[config.mk]
export PLATFORM = sky130hd
export DESIGN_NAME = bitmap_first_free_search
export DESIGN_NICKNAME = d
export VERILOG_FILES = /design/src/sv/bffs_pkg.sv /design/src/sv/bitmap_first_free_search.sv /design/src/sv/bffs_map_ram.sv /design/src/sv/bffs_zero_find.sv
export SDC_FILE = /design/constraint.sdc
export NUM_CORES = 2
export LEC_CHECK = 0
export ABC_AREA = 1
export ABC_CLOCK_PERIOD_IN_PS = 12350
export BUFFER_PORTS_ARGS = -buffer_cell sky130_fd_sc_hd__buf_2
export CAP_MARGIN = 5
export CORE_ASPECT_RATIO = 2
export CORE_MARGIN = 2
export CORE_UTILIZATION = 40
export DETAILED_ROUTE_END_ITERATION = 10
export PLACE_DENSITY_LB_ADDON = 0.12
export SYNTH_ARGS = -nofsm -noshare
export SYNTH_HDL_FRONTEND = slang
export SYNTH_SLANG_ARGS = --single-unit
[constraint.sdc]
create_clock -name clk_i -period 12.35 [get_ports clk_i]
set_input_delay 2.47 -clock clk_i [delete_from_list [all_inputs] [get_ports clk_i]]
set_output_delay 2.47 -clock clk_i [all_outputs]
set_load 0.02 [all_outputs]
[src/sv/bffs_pkg.sv]
package bffs_pkg;

  localparam int KIND_W = 2;
  localparam int POS_W  = 11;
  localparam int LEN_W  = 12;
  localparam int DIV_W  = 13;

  localparam logic [LEN_W-1:0] LEN_RESET = 12'd2048;

  typedef enum logic [KIND_W-1:0] {
    KIND_FIND  = 2'd0,
    KIND_TEST  = 2'd1,
    KIND_SET   = 2'd2,
    KIND_CLEAR = 2'd3
  } kind_e;

endpackage

[src/sv/bitmap_first_free_search.sv]
// Allocation bitmap with find-first-clear, test, set and clear requests.
// Out-of-range test/set/clear requests end in DECODE; in-range ones read the
// word, then test or modify it in RMW. Find scans ceil(len / WORD_BITS) words at most.
// One item at a time; the map RAM read port, one word per cycle, sets the find time.
// Reset: length register to 2048, then a zeroing sweep of every map word
// with busy high. Results are strobed for one cycle on done; no stall.
module bitmap_first_free_search #(
  parameter int WORD_BITS = 32,
  parameter int WORDS     = 64
) (
  input  logic                        clk_i,
  input  logic                        rst_ni,
  input  logic                        cfg_we_i,
  input  logic [bffs_pkg::LEN_W-1:0]  cfg_data_i,
  input  logic                        start,
  output logic                        busy,
  input  logic [bffs_pkg::KIND_W-1:0] kind_i,
  input  logic [bffs_pkg::POS_W-1:0]  bit_index_i,
  output logic                        done_o,
  output logic                        hit_o,
  output logic [bffs_pkg::POS_W-1:0]  position_o,
  output logic                        range_error_o
);

  localparam int BW    = (WORD_BITS > 1) ? $clog2(WORD_BITS) : 1;
  localparam int AW    = (WORDS > 1) ? $clog2(WORDS) : 1;
  localparam int CW    = $clog2(WORDS + 1);
  localparam int CAP   = WORDS * WORD_BITS;
  localparam int SH    = bffs_pkg::DIV_W + BW;
  localparam int RECIP = ((2 ** SH) + WORD_BITS - 1) / WORD_BITS;
  localparam int PW    = bffs_pkg::DIV_W + SH;

  typedef enum logic [2:0] {
    ST_CLEAR,
    ST_IDLE,
    ST_DECODE,
    ST_FIND,
    ST_RMW
  } state_e;

  state_e                       state_q;
  bffs_pkg::kind_e              kind_q;
  logic [bffs_pkg::POS_W-1:0]   idx_q;
  logic [bffs_pkg::LEN_W-1:0]   len_q;
  logic [bffs_pkg::LEN_W-1:0]   bits_q;
  logic [AW-1:0]                word_q;
  logic [CW-1:0]                count_q;
  logic                         done_q;
  logic                         hit_q;
  logic [bffs_pkg::POS_W-1:0]   pos_q;
  logic                         err_q;

  logic [bffs_pkg::LEN_W-1:0]   len_d;
  logic [bffs_pkg::DIV_W-1:0]   div_in;
  logic [PW-1:0]                prod;
  logic [bffs_pkg::DIV_W-1:0]   quot;
  logic                         mem_we;
  logic [AW-1:0]                mem_waddr;
  logic [WORD_BITS-1:0]         mem_wdata;
  logic [AW-1:0]                mem_raddr;
  logic [WORD_BITS-1:0]         mem_rdata;
  logic                         word_full;
  logic [BW-1:0]                zero_pos;
  logic [31:0]                  abs_pos;
  logic [31:0]                  bit_off;
  logic [BW-1:0]                bit_sel;
  logic [WORD_BITS-1:0]         bit_mask;

  bffs_map_ram #(
    .WIDTH (WORD_BITS),
    .DEPTH (WORDS),
    .AW    (AW)
  ) u_ram (
    .clk_i   (clk_i),
    .we_i    (mem_we),
    .waddr_i (mem_waddr),
    .wdata_i (mem_wdata),
    .raddr_i (mem_raddr),
    .rdata_o (mem_rdata)
  );

  bffs_zero_find #(
    .WORD_BITS (WORD_BITS),
    .BW        (BW)
  ) u_zero (
    .word_i (mem_rdata),
    .full_o (word_full),
    .pos_o  (zero_pos)
  );

  // usable length saturates at capacity
  assign len_d = (32'(bits_q) > 32'(CAP)) ? bffs_pkg::LEN_W'(CAP) : bits_q;

  // divide by WORD_BITS through a reciprocal; find takes ceil(len / WORD_BITS)
  assign div_in = (kind_q == bffs_pkg::KIND_FIND)
                ? bffs_pkg::DIV_W'(32'(len_q) + 32'(WORD_BITS - 1))
                : bffs_pkg::DIV_W'(idx_q);
  assign prod   = PW'(div_in) * PW'(RECIP);
  assign quot   = prod[PW-1:SH];

  assign abs_pos  = 32'(word_q) * 32'(WORD_BITS) + 32'(zero_pos);
  assign bit_off  = 32'(idx_q) - 32'(word_q) * 32'(WORD_BITS);
  assign bit_sel  = BW'(bit_off);
  assign bit_mask = WORD_BITS'(1) << bit_sel;

  always_comb begin
    mem_we    = 1'b0;
    mem_waddr = word_q;
    mem_wdata = '0;
    mem_raddr = word_q;
    unique case (state_q)
      ST_CLEAR: begin
        mem_we = 1'b1;
      end
      ST_DECODE: begin
        mem_raddr = (kind_q == bffs_pkg::KIND_FIND) ? '0 : AW'(quot);
      end
      ST_FIND: begin
        mem_raddr = AW'(32'(word_q) + 32'd1);
      end
      ST_RMW: begin
        if (kind_q == bffs_pkg::KIND_SET) begin
          mem_we    = 1'b1;
          mem_wdata = mem_rdata | bit_mask;
        end else if (kind_q == bffs_pkg::KIND_CLEAR) begin
          mem_we    = 1'b1;
          mem_wdata = mem_rdata & ~bit_mask;
        end
      end
      default: ;
    endcase
  end

  always_ff @(posedge clk_i or negedge rst_ni) begin
    if (!rst_ni) begin
      bits_q <= bffs_pkg::LEN_RESET;
    end else if (cfg_we_i) begin
      bits_q <= cfg_data_i;
    end
  end

  always_ff @(posedge clk_i or negedge rst_ni) begin
    if (!rst_ni) begin
      state_q <= ST_CLEAR;
      word_q  <= '0;
      done_q  <= 1'b0;
      kind_q  <= bffs_pkg::KIND_FIND;
      idx_q   <= '0;
      len_q   <= '0;
      count_q <= '0;
      hit_q   <= 1'b0;
      pos_q   <= '0;
      err_q   <= 1'b0;
    end else begin
      done_q <= 1'b0;
      unique case (state_q)
        ST_CLEAR: begin
          if (32'(word_q) == 32'(WORDS - 1)) begin
            state_q <= ST_IDLE;
          end else begin
            word_q <= AW'(32'(word_q) + 32'd1);
          end
        end
        ST_IDLE: begin
          if (start) begin
            kind_q  <= bffs_pkg::kind_e'(kind_i);
            idx_q   <= bit_index_i;
            len_q   <= len_d;
            state_q <= ST_DECODE;
          end
        end
        ST_DECODE: begin
          hit_q <= 1'b0;
          err_q <= 1'b0;
          if (kind_q == bffs_pkg::KIND_FIND) begin
            pos_q <= '0;
            if (quot == '0) begin
              done_q  <= 1'b1;
              state_q <= ST_IDLE;
            end else begin
              count_q <= CW'(quot);
              word_q  <= '0;
              state_q <= ST_FIND;
            end
          end else begin
            pos_q <= idx_q;
            if (32'(idx_q) >= 32'(len_q)) begin
              err_q   <= 1'b1;
              done_q  <= 1'b1;
              state_q <= ST_IDLE;
            end else begin
              word_q  <= AW'(quot);
              state_q <= ST_RMW;
            end
          end
        end
        ST_FIND: begin
          if (!word_full) begin
            if (abs_pos < 32'(len_q)) begin
              hit_q <= 1'b1;
              pos_q <= bffs_pkg::POS_W'(abs_pos);
            end
            done_q  <= 1'b1;
            state_q <= ST_IDLE;
          end else if (32'(word_q) + 32'd1 >= 32'(count_q)) begin
            done_q  <= 1'b1;
            state_q <= ST_IDLE;
          end else begin
            word_q <= AW'(32'(word_q) + 32'd1);
          end
        end
        ST_RMW: begin
          if (kind_q == bffs_pkg::KIND_TEST) begin
            hit_q <= mem_rdata[bit_sel];
          end
          done_q  <= 1'b1;
          state_q <= ST_IDLE;
        end
        default: state_q <= ST_IDLE;
      endcase
    end
  end

  assign busy          = (state_q != ST_IDLE);
  assign done_o        = done_q;
  assign hit_o         = hit_q;
  assign position_o    = pos_q;
  assign range_error_o = err_q;

endmodule

[src/sv/bffs_map_ram.sv]
module bffs_map_ram #(
  parameter int WIDTH = 32,
  parameter int DEPTH = 64,
  parameter int AW    = 6
) (
  input  logic             clk_i,
  input  logic             we_i,
  input  logic [AW-1:0]    waddr_i,
  input  logic [WIDTH-1:0] wdata_i,
  input  logic [AW-1:0]    raddr_i,
  output logic [WIDTH-1:0] rdata_o
);

  logic [WIDTH-1:0] mem_q [DEPTH];
  logic [WIDTH-1:0] rdata_q;

  always_ff @(posedge clk_i) begin
    if (we_i) begin
      mem_q[waddr_i] <= wdata_i;
    end
    rdata_q <= mem_q[raddr_i];
  end

  assign rdata_o = rdata_q;

endmodule

[src/sv/bffs_zero_find.sv]
module bffs_zero_find #(
  parameter int WORD_BITS = 32,
  parameter int BW        = 5
) (
  input  logic [WORD_BITS-1:0] word_i,
  output logic                 full_o,
  output logic [BW-1:0]        pos_o
);

  always_comb begin
    pos_o = '0;
    for (int b = WORD_BITS - 1; b >= 0; b--) begin
      if (!word_i[b]) begin
        pos_o = BW'(b);
      end
    end
  end

  assign full_o = &word_i;

endmodule
==> After elaboration in Yosys (flattened, before gate mapping) <==
Memory sizes are Yosys's and may differ from the RTL's. A register that Yosys moved wholly into a read port is not among the register bits.
Cells that the tools add are included.
{ "totals": {"register_bits": 67, "mem_bits_rw": 2048, "out_inout_bits": 15, "memories": 1} }
{ "mem_list": {"columns": ["memory", "depth", "word_bits", "read_ports", "rd_clocked_by_memory_dff", "wr", "line", "rtl"], "rows": [
  ["u_ram.mem_q", 64, 32, 1, 1, 1, "bffs_map_ram.sv:14", "logic [WIDTH-1:0] mem_q [DEPTH];"]
]} }
{ "op_classes": {"n_addsub": 4, "n_lt_le_gt_ge": 5, "eq_ne": 20, "shift": 1, "mux": 76, "n_bitwise": 4, "reduce_logical": 13} }
{ "ops": {"columns": ["operator", "n"], "rows": [
  ["$mux W5", 32],
  ["$mux W32", 3],
  ["$mux W6", 7],
  ["$mux W11", 3],
  ["$and A32 B32 Y32", 1],
  ["$ge A32 B7 Y1", 1],
  ["$not A32 Y32", 1],
  ["$or A32 B32 Y32", 1],
  ["$reduce_and A32 Y1", 1],
  ["$shl A1 B5 Y32 const A", 1],
  ["$pmux W11 S2", 1],
  ["$mux W3", 6],
  ["$pmux W6 S3", 1],
  ["$ne A2 B2 Y1 const B", 8],
  ["$mux W1", 14],
  ["$add A12 B5 Y13 const B", 1],
  ["$logic_not A13 Y1", 1],
  ["$mux W13", 1],
  ["$add A11 B5 Y12", 1],
  ["$ge A11 B12 Y1", 1],
  ["$gt A12 B12 Y1 const B", 1],
  ["$lt A12 B12 Y1", 1],
  ["$mux W12", 1],
  ["$pmux W3 S4", 1],
  ["other kinds (25)", 33]
]} }

==> Logic depth before layout (Yosys ltp) <==
{ "depth": {"depth_word": 37, "ltp_mapped": 44, "depth_no_buf": 43} }

==> Modules after synthesis <==
A second synthesis with hierarchy kept.
{ "unflattened": {"cells_unflattened": 7569, "area_unflattened_um2": 88144.5} }
{ "modules_own_cells": {"columns": ["module", "n_inst", "cells_per_inst", "area_per_inst_um2", "seq_area_each_um2"], "rows": [
  ["bffs_map_ram", 1, 6769, 82738.1, 62139.6],
  ["bitmap_first_free_search", 1, 720, 5067.4, 1677.9],
  ["bffs_zero_find", 1, 80, 339.1, 0.0]
]} }

==> Least setup slack after synthesis <==
OpenSTA, ideal clock, no wires.
{ "synth_timing": {"kind": "reg-to-reg", "from": "reg idx_q[4] (netlist name)", "to": "mem u_ram.mem_q[0][26], data pin", "setup_ns": 0.721, "arrival_ns": 4.165, "t_required_ns": 11.629, "path_slack_ns": 7.464, "stages_incl_launch_ff": 7, "path_buffers": 2, "period_less_slack_ns": 4.886, "path_cell_list": "dfrtp_1 > clkbuf_1 > clkinv_1 > clkbuf_1 > nor4_1 > o21ai_0 > a211oi_1"} }
{ "synth_between": {"elab_chain_len": 7} }
{ "synth_lines": {"columns": ["item", "line", "rtl"], "rows": [
  ["from (decl)", "bitmap_first_free_search.sv:43", "logic [bffs_pkg::POS_W-1:0] idx_q;"],
  ["from (signal assigned)", "bitmap_first_free_search.sv:167", "idx_q <= bit_index_i;"],
  ["$sub A5 B1 Y5 (*)", "bitmap_first_free_search.sv:102", "assign bit_off = 32'(idx_q) - 32'(word_q) * 32'(WORD_BITS);"],
  ["$shl A1 B5 Y32 (*)", "bitmap_first_free_search.sv:104", "assign bit_mask = WORD_BITS'(1) << bit_sel;"],
  ["$not A32 Y32", "bitmap_first_free_search.sv:127", "mem_wdata = mem_rdata & ~bit_mask;"],
  ["$and A32 B32 Y32", "bitmap_first_free_search.sv:127", null],
  ["$mux W32", "bitmap_first_free_search.sv:125", "end else if (kind_q == bffs_pkg::KIND_CLEAR) begin"],
  ["$mux W32 (*)", "bitmap_first_free_search.sv:122", "if (kind_q == bffs_pkg::KIND_SET) begin"],
  ["$mux W32 (*)", "bitmap_first_free_search.sv:111", "unique case (state_q)"],
  ["via mem_wdata[26]", "bitmap_first_free_search.sv:59", "logic [WORD_BITS-1:0] mem_wdata;"],
  ["to (decl)", "bffs_map_ram.sv:14", null]
]} }
Mark *: on every way through the listed nets, which the timed path passes. The rest lies on a longest branch.

==> Final worst setup path <==
{ "layout_timing": {"from": "reg kind_q[0]", "to": "reg u_ram.rdata_q[27] (netlist: u_ram.rdata_o[27]), read port of u_ram.mem_q"} }
{ "layout_between": {"elab_chain_len": 4} }
{ "layout_lines": {"columns": ["item", "line", "rtl"], "rows": [
  ["from (decl)", "bitmap_first_free_search.sv:42", "bffs_pkg::kind_e kind_q;"],
  ["from (signal assigned)", "bitmap_first_free_search.sv:147", "kind_q <= bffs_pkg::KIND_FIND;"],
  ["from (signal assigned)", "bitmap_first_free_search.sv:166", "kind_q <= bffs_pkg::kind_e'(kind_i);"],
  ["$logic_not A2 Y1 (*)", "bitmap_first_free_search.sv:95, bitmap_first_free_search.sv:116", null],
  ["$mux W13", "bitmap_first_free_search.sv:96", "? bffs_pkg::DIV_W'(32'(len_q) + 32'(WORD_BITS - 1))"],
  ["$mux W6 (*)", "bitmap_first_free_search.sv:116", "mem_raddr = (kind_q == bffs_pkg::KIND_FIND) ? '0 : AW'(quot);"],
  ["$pmux W6 S2 (*)", "bitmap_first_free_search.sv:111", null],
  ["to (decl)", "bffs_map_ram.sv:15", "logic [WIDTH-1:0] rdata_q;"]
]} }
Every way passes the cells marked *; elsewhere a longest branch is shown, timed or not.
A chain may end at the register's enable or synchronous reset.

==> run metrics <==
status=finished with violations; failing checks=capacitance limit, slew limit; CTS Sinks=2,147; Register-to-Register Path Depth=13; Synth top cells by count=edfxtp_1 (2,048), nor2_1 (1,897), o21ai_0 (783), o32ai_1 (502), clkbuf_1 (367); CP cell instances=nor2_1, nor2_2, nand2_1, nand3_4, inv_8, buf_12, buf_4, nor2_1, o32ai_1, nor2_1, o221ai_1, nand3_1, nand2_1; Initial Util=40.2%; mapped cell area=86,000 µm²; Root Driver=clkbuf_16; period utilization=between 50% and 60%; Core Box Area=around 210,000 µm²; Top FF cell, synth=edfxtp_1; most common cell in the synthesized netlist=edfxtp_1; kind of cell adding the most delay to the critical path=buffers and inverters; Hold Path Class=reg2reg; slack of the critical path=5.02 ns; WP depth=13; die span in y=660 µm; switch share=45.4%; number of buffer and inverter stages on the critical path=3; critical path required time=13.14 ns; RR Endpoint=u_ram.rdata_o[27]$_DFF_P_; Worst Setup EP=u_ram.rdata_o[27]$_DFF_P_; Max-slew headroom=-3.77%; pwr/cell area=about 280 nW/µm²; GRT Util Overall=25.0%; asr flop ratio synth=3.12%; f_max=136 MHz; share of layout cells above drive strength 1=9.29%; Place WS=approximately 5.2 ns; synth top area cells=edfxtp_1 (71%), nor2_1 (8.3%), o32ai_1 (5.1%); Worst Tran Pin Value=1.56 ns; fill count=between 15,000 and 20,000; CP max stage delay=about 1.2 ns; die area=approximately 220,000 µm²; nets=approximately 6,700; startpoint types=register; Synth top area share=between 70% and 80%; Routed WL per cell=between 20 and 30 µm; routed vias/inst=5.90; distinct cell type count after synthesis=between 40 and 50; final hold slack=0.466 ns; TritonCTS clock tree=built; Skew-Pair Late Insertion Delay=0.88 ns; number of synthesized flops with an enable pin=2,048; vias in the first global route=around 55,000; largest net degree at the start of global routing=218; first-pass GRT wire length=396,000 µm; fin crit period=7.33 ns; highest routed layer=met4; Critical Path Start=kind_q[0]$_DFFE_PN0P_; post-CTS setup buffers=0; final setup TNS=0 ns; max-cap violation count=1; Internal Power=0.0145 W; register area share after synthesis=74.2%; cell mode on critical path=nor2_1; # resized after CTS=0; TritonCTS buffer count=193; crit end category=register; reg2reg start=kind_q[0]$_DFFE_PN0P_; Yosys top cell by area=edfxtp_1; crit-path max FO=approximately 170; H-tree Lvls=4; # port buffers=between 40 and 50; final wirelength=280,000 µm; power share of the sequential group=between 30 and 40%; Ys Warns=0; worst hold start=position_o[9]$_DFFE_PN0P_; antenna violations before repair=7; Post-DRT Antenna Nets=0; Clock Skew=around 0.054 ns; DIE WIDTH=332 µm; Switch Pwr=0.0121 W; Final Wtd Congestion=0.896; Hold Vio Cnt, Final=0; clk buf depth=4; Setup CP Type=reg2reg; WL met2=143,000 µm; Yosys reg bits=approximately 2,100; DR WL met3=12,700 µm; Post-Syn Area per Cell=13.0 µm²; sum of routed wire segments on met1=104,000 µm; Mapped Nets=6,702; Area growth, synth to finish=12.0%; FP Rows=240; grt total ovfl=0; Starting DRT DRC Count=5,181; setup violators final=0; CP arrival=8.13 ns; DRT Pass-1 Iters=7; Post-Synthesis Cells=6,644; # IOs=44; Slowest cell on crit path=o221ai_1; Final HPWL DP=156,000 µm; Hold Path Cell Cnt=2; via count=56,200; r2r setup slk=roughly 5 ns; post-route DRC violation count=0; Comb power frac=44.9%; Clk network pwr share=22.3%; RSZ-0062 raised after global routing=false; hold_buf cts=0; P_leak=28.7 nW; Worst-path clk slew=0.07 ns; VDD IR max=around 330 µV; Max Slew Vio Count=2
power by group through the flow:
stage	Clock (W)	Sequential (W)	Combinational, W
after floorplan	0	0.00865	0.00716
after global placement	0	0.00889	0.0119
after detailed placement	0	0.00889	0.0120
after CTS	0.00605	0.00874	0.0120
after global routing	0.00629	0.00875	0.0128
final	0.00594	0.00874	0.0120
how the worst min path moves through the flow:
| stage | endpoint | slack [ns] |
|---|---|---|
| after floorplan | count_q[6]$_DFFE_PN0P_ | 0.45 |
| after global placement | position_o[5]$_DFFE_PN0P_ | 0.46 |
| after detailed placement | position_o[7]$_DFFE_PN0P_ | 0.45 |
| after CTS | position_o[7]$_DFFE_PN0P_ | 0.47 |
| after global routing | position_o[5]$_DFFE_PN0P_ | 0.48 |
| final | position_o[9]$_DFFE_PN0P_ | 0.47 |
metal layers:
layer	global-route usage, %	vias to the layer above
li1	-	24700
met1	28.5	29000
met2	44.8	1852
met3	2.46	593
met4	16.1	0
met5	0	-
logic make-up after synthesis:
| family | count (synthesis) | share of synthesized area (%) |
|---|---|---|
| AOI/OAI and AO/OA | 1621 | 12.5 |
| xor gates and xnor gates | 1 | 0.0102 |
| adders and majority gates | 29 | 0.422 |
| buffers and inverters | 579 | 2.69 |
| DFF | 2147 | 74.2 |
| muxes | 1 | 0.0131 |
| and+or+nand+nor | 2266 | 10.2 |
cell type report:
| type | count | area, µm² | share of cell area [%] |
|---|---|---|---|
| Sequential cell | 2147 | 63800 | 66.2 |
| Clock inverter | 103 | 891 | 0.924 |
| Inverter | 99 | 393 | 0.408 |
| Multi-Input combinational cell | 3918 | 20900 | 21.7 |
| Tap cell | 2783 | 3480 | 3.61 |
| Clock buffer | 246 | 5150 | 5.34 |
| Antenna cell | 3 | 7.51 | 0.00779 |
| Timing Repair Buffer | 233 | 1770 | 1.83 |
state kept, by name, summed over array words and instances, names as in the netlist:
signal         flops
done_o             1
u_ram.mem_q     2048
kind_q             2
state_q            3
u_ram.rdata_o     32
hit_o              1
count_q            7
mem_waddr          6
idx_q             11
position_o        11
range_error_o      1
bits_q            12
len_q             12
cells in the final DEF (no fill, tap or decap), types with 11 or more instances in the layout:
cell,Yosys,final
o211ai_1,13,13
o21ai_1,74,73
o311ai_0,11,11
inv_1,88,86
edfxtp_1,2048,2048
clkinv_1,6,44
o22ai_1,15,15
nor4_1,20,20
dfxtp_1,32,32
a211oi_4,0,32
o21ai_0,783,782
nor2_4,0,64
clkbuf_1,367,43
nand4_1,13,13
clkinv_2,0,37
bufinv_16,0,14
ha_1,29,29
buf_2,81,43
o21bai_1,13,13
dfrtp_1,66,65
nand2_1,209,209
nand3_1,110,110
a21oi_1,22,22
o221ai_1,119,114
o32ai_1,502,502
buf_4,6,180
nor2_1,1897,1832
clkbuf_16,0,195
worst register-to-register path: cells and delay by family, from the launching register on:
family	cells	cell delay (ns)
flip-flops	1	0.79
AND/OR/NAND/NOR	8	2.35
AO/OA/AOI/OAI	2	1.52
buffers and inverters	3	2.60
per-stage QoR:
step	instances	area (µm²)	total power, W	util, %
6_report	9532	96400	0.0266	45.1
4_1_cts	9529	96400	0.0268	45.1
3_5_place_dp	9180	90400	0.0209	42.3
2_1_floorplan	6644	86000	0.0158	-
3_3_place_gp	9180	90400	0.0208	42.3
5_1_grt	9530	96400	0.0279	45.1
(Power assumes the default switching activity.)
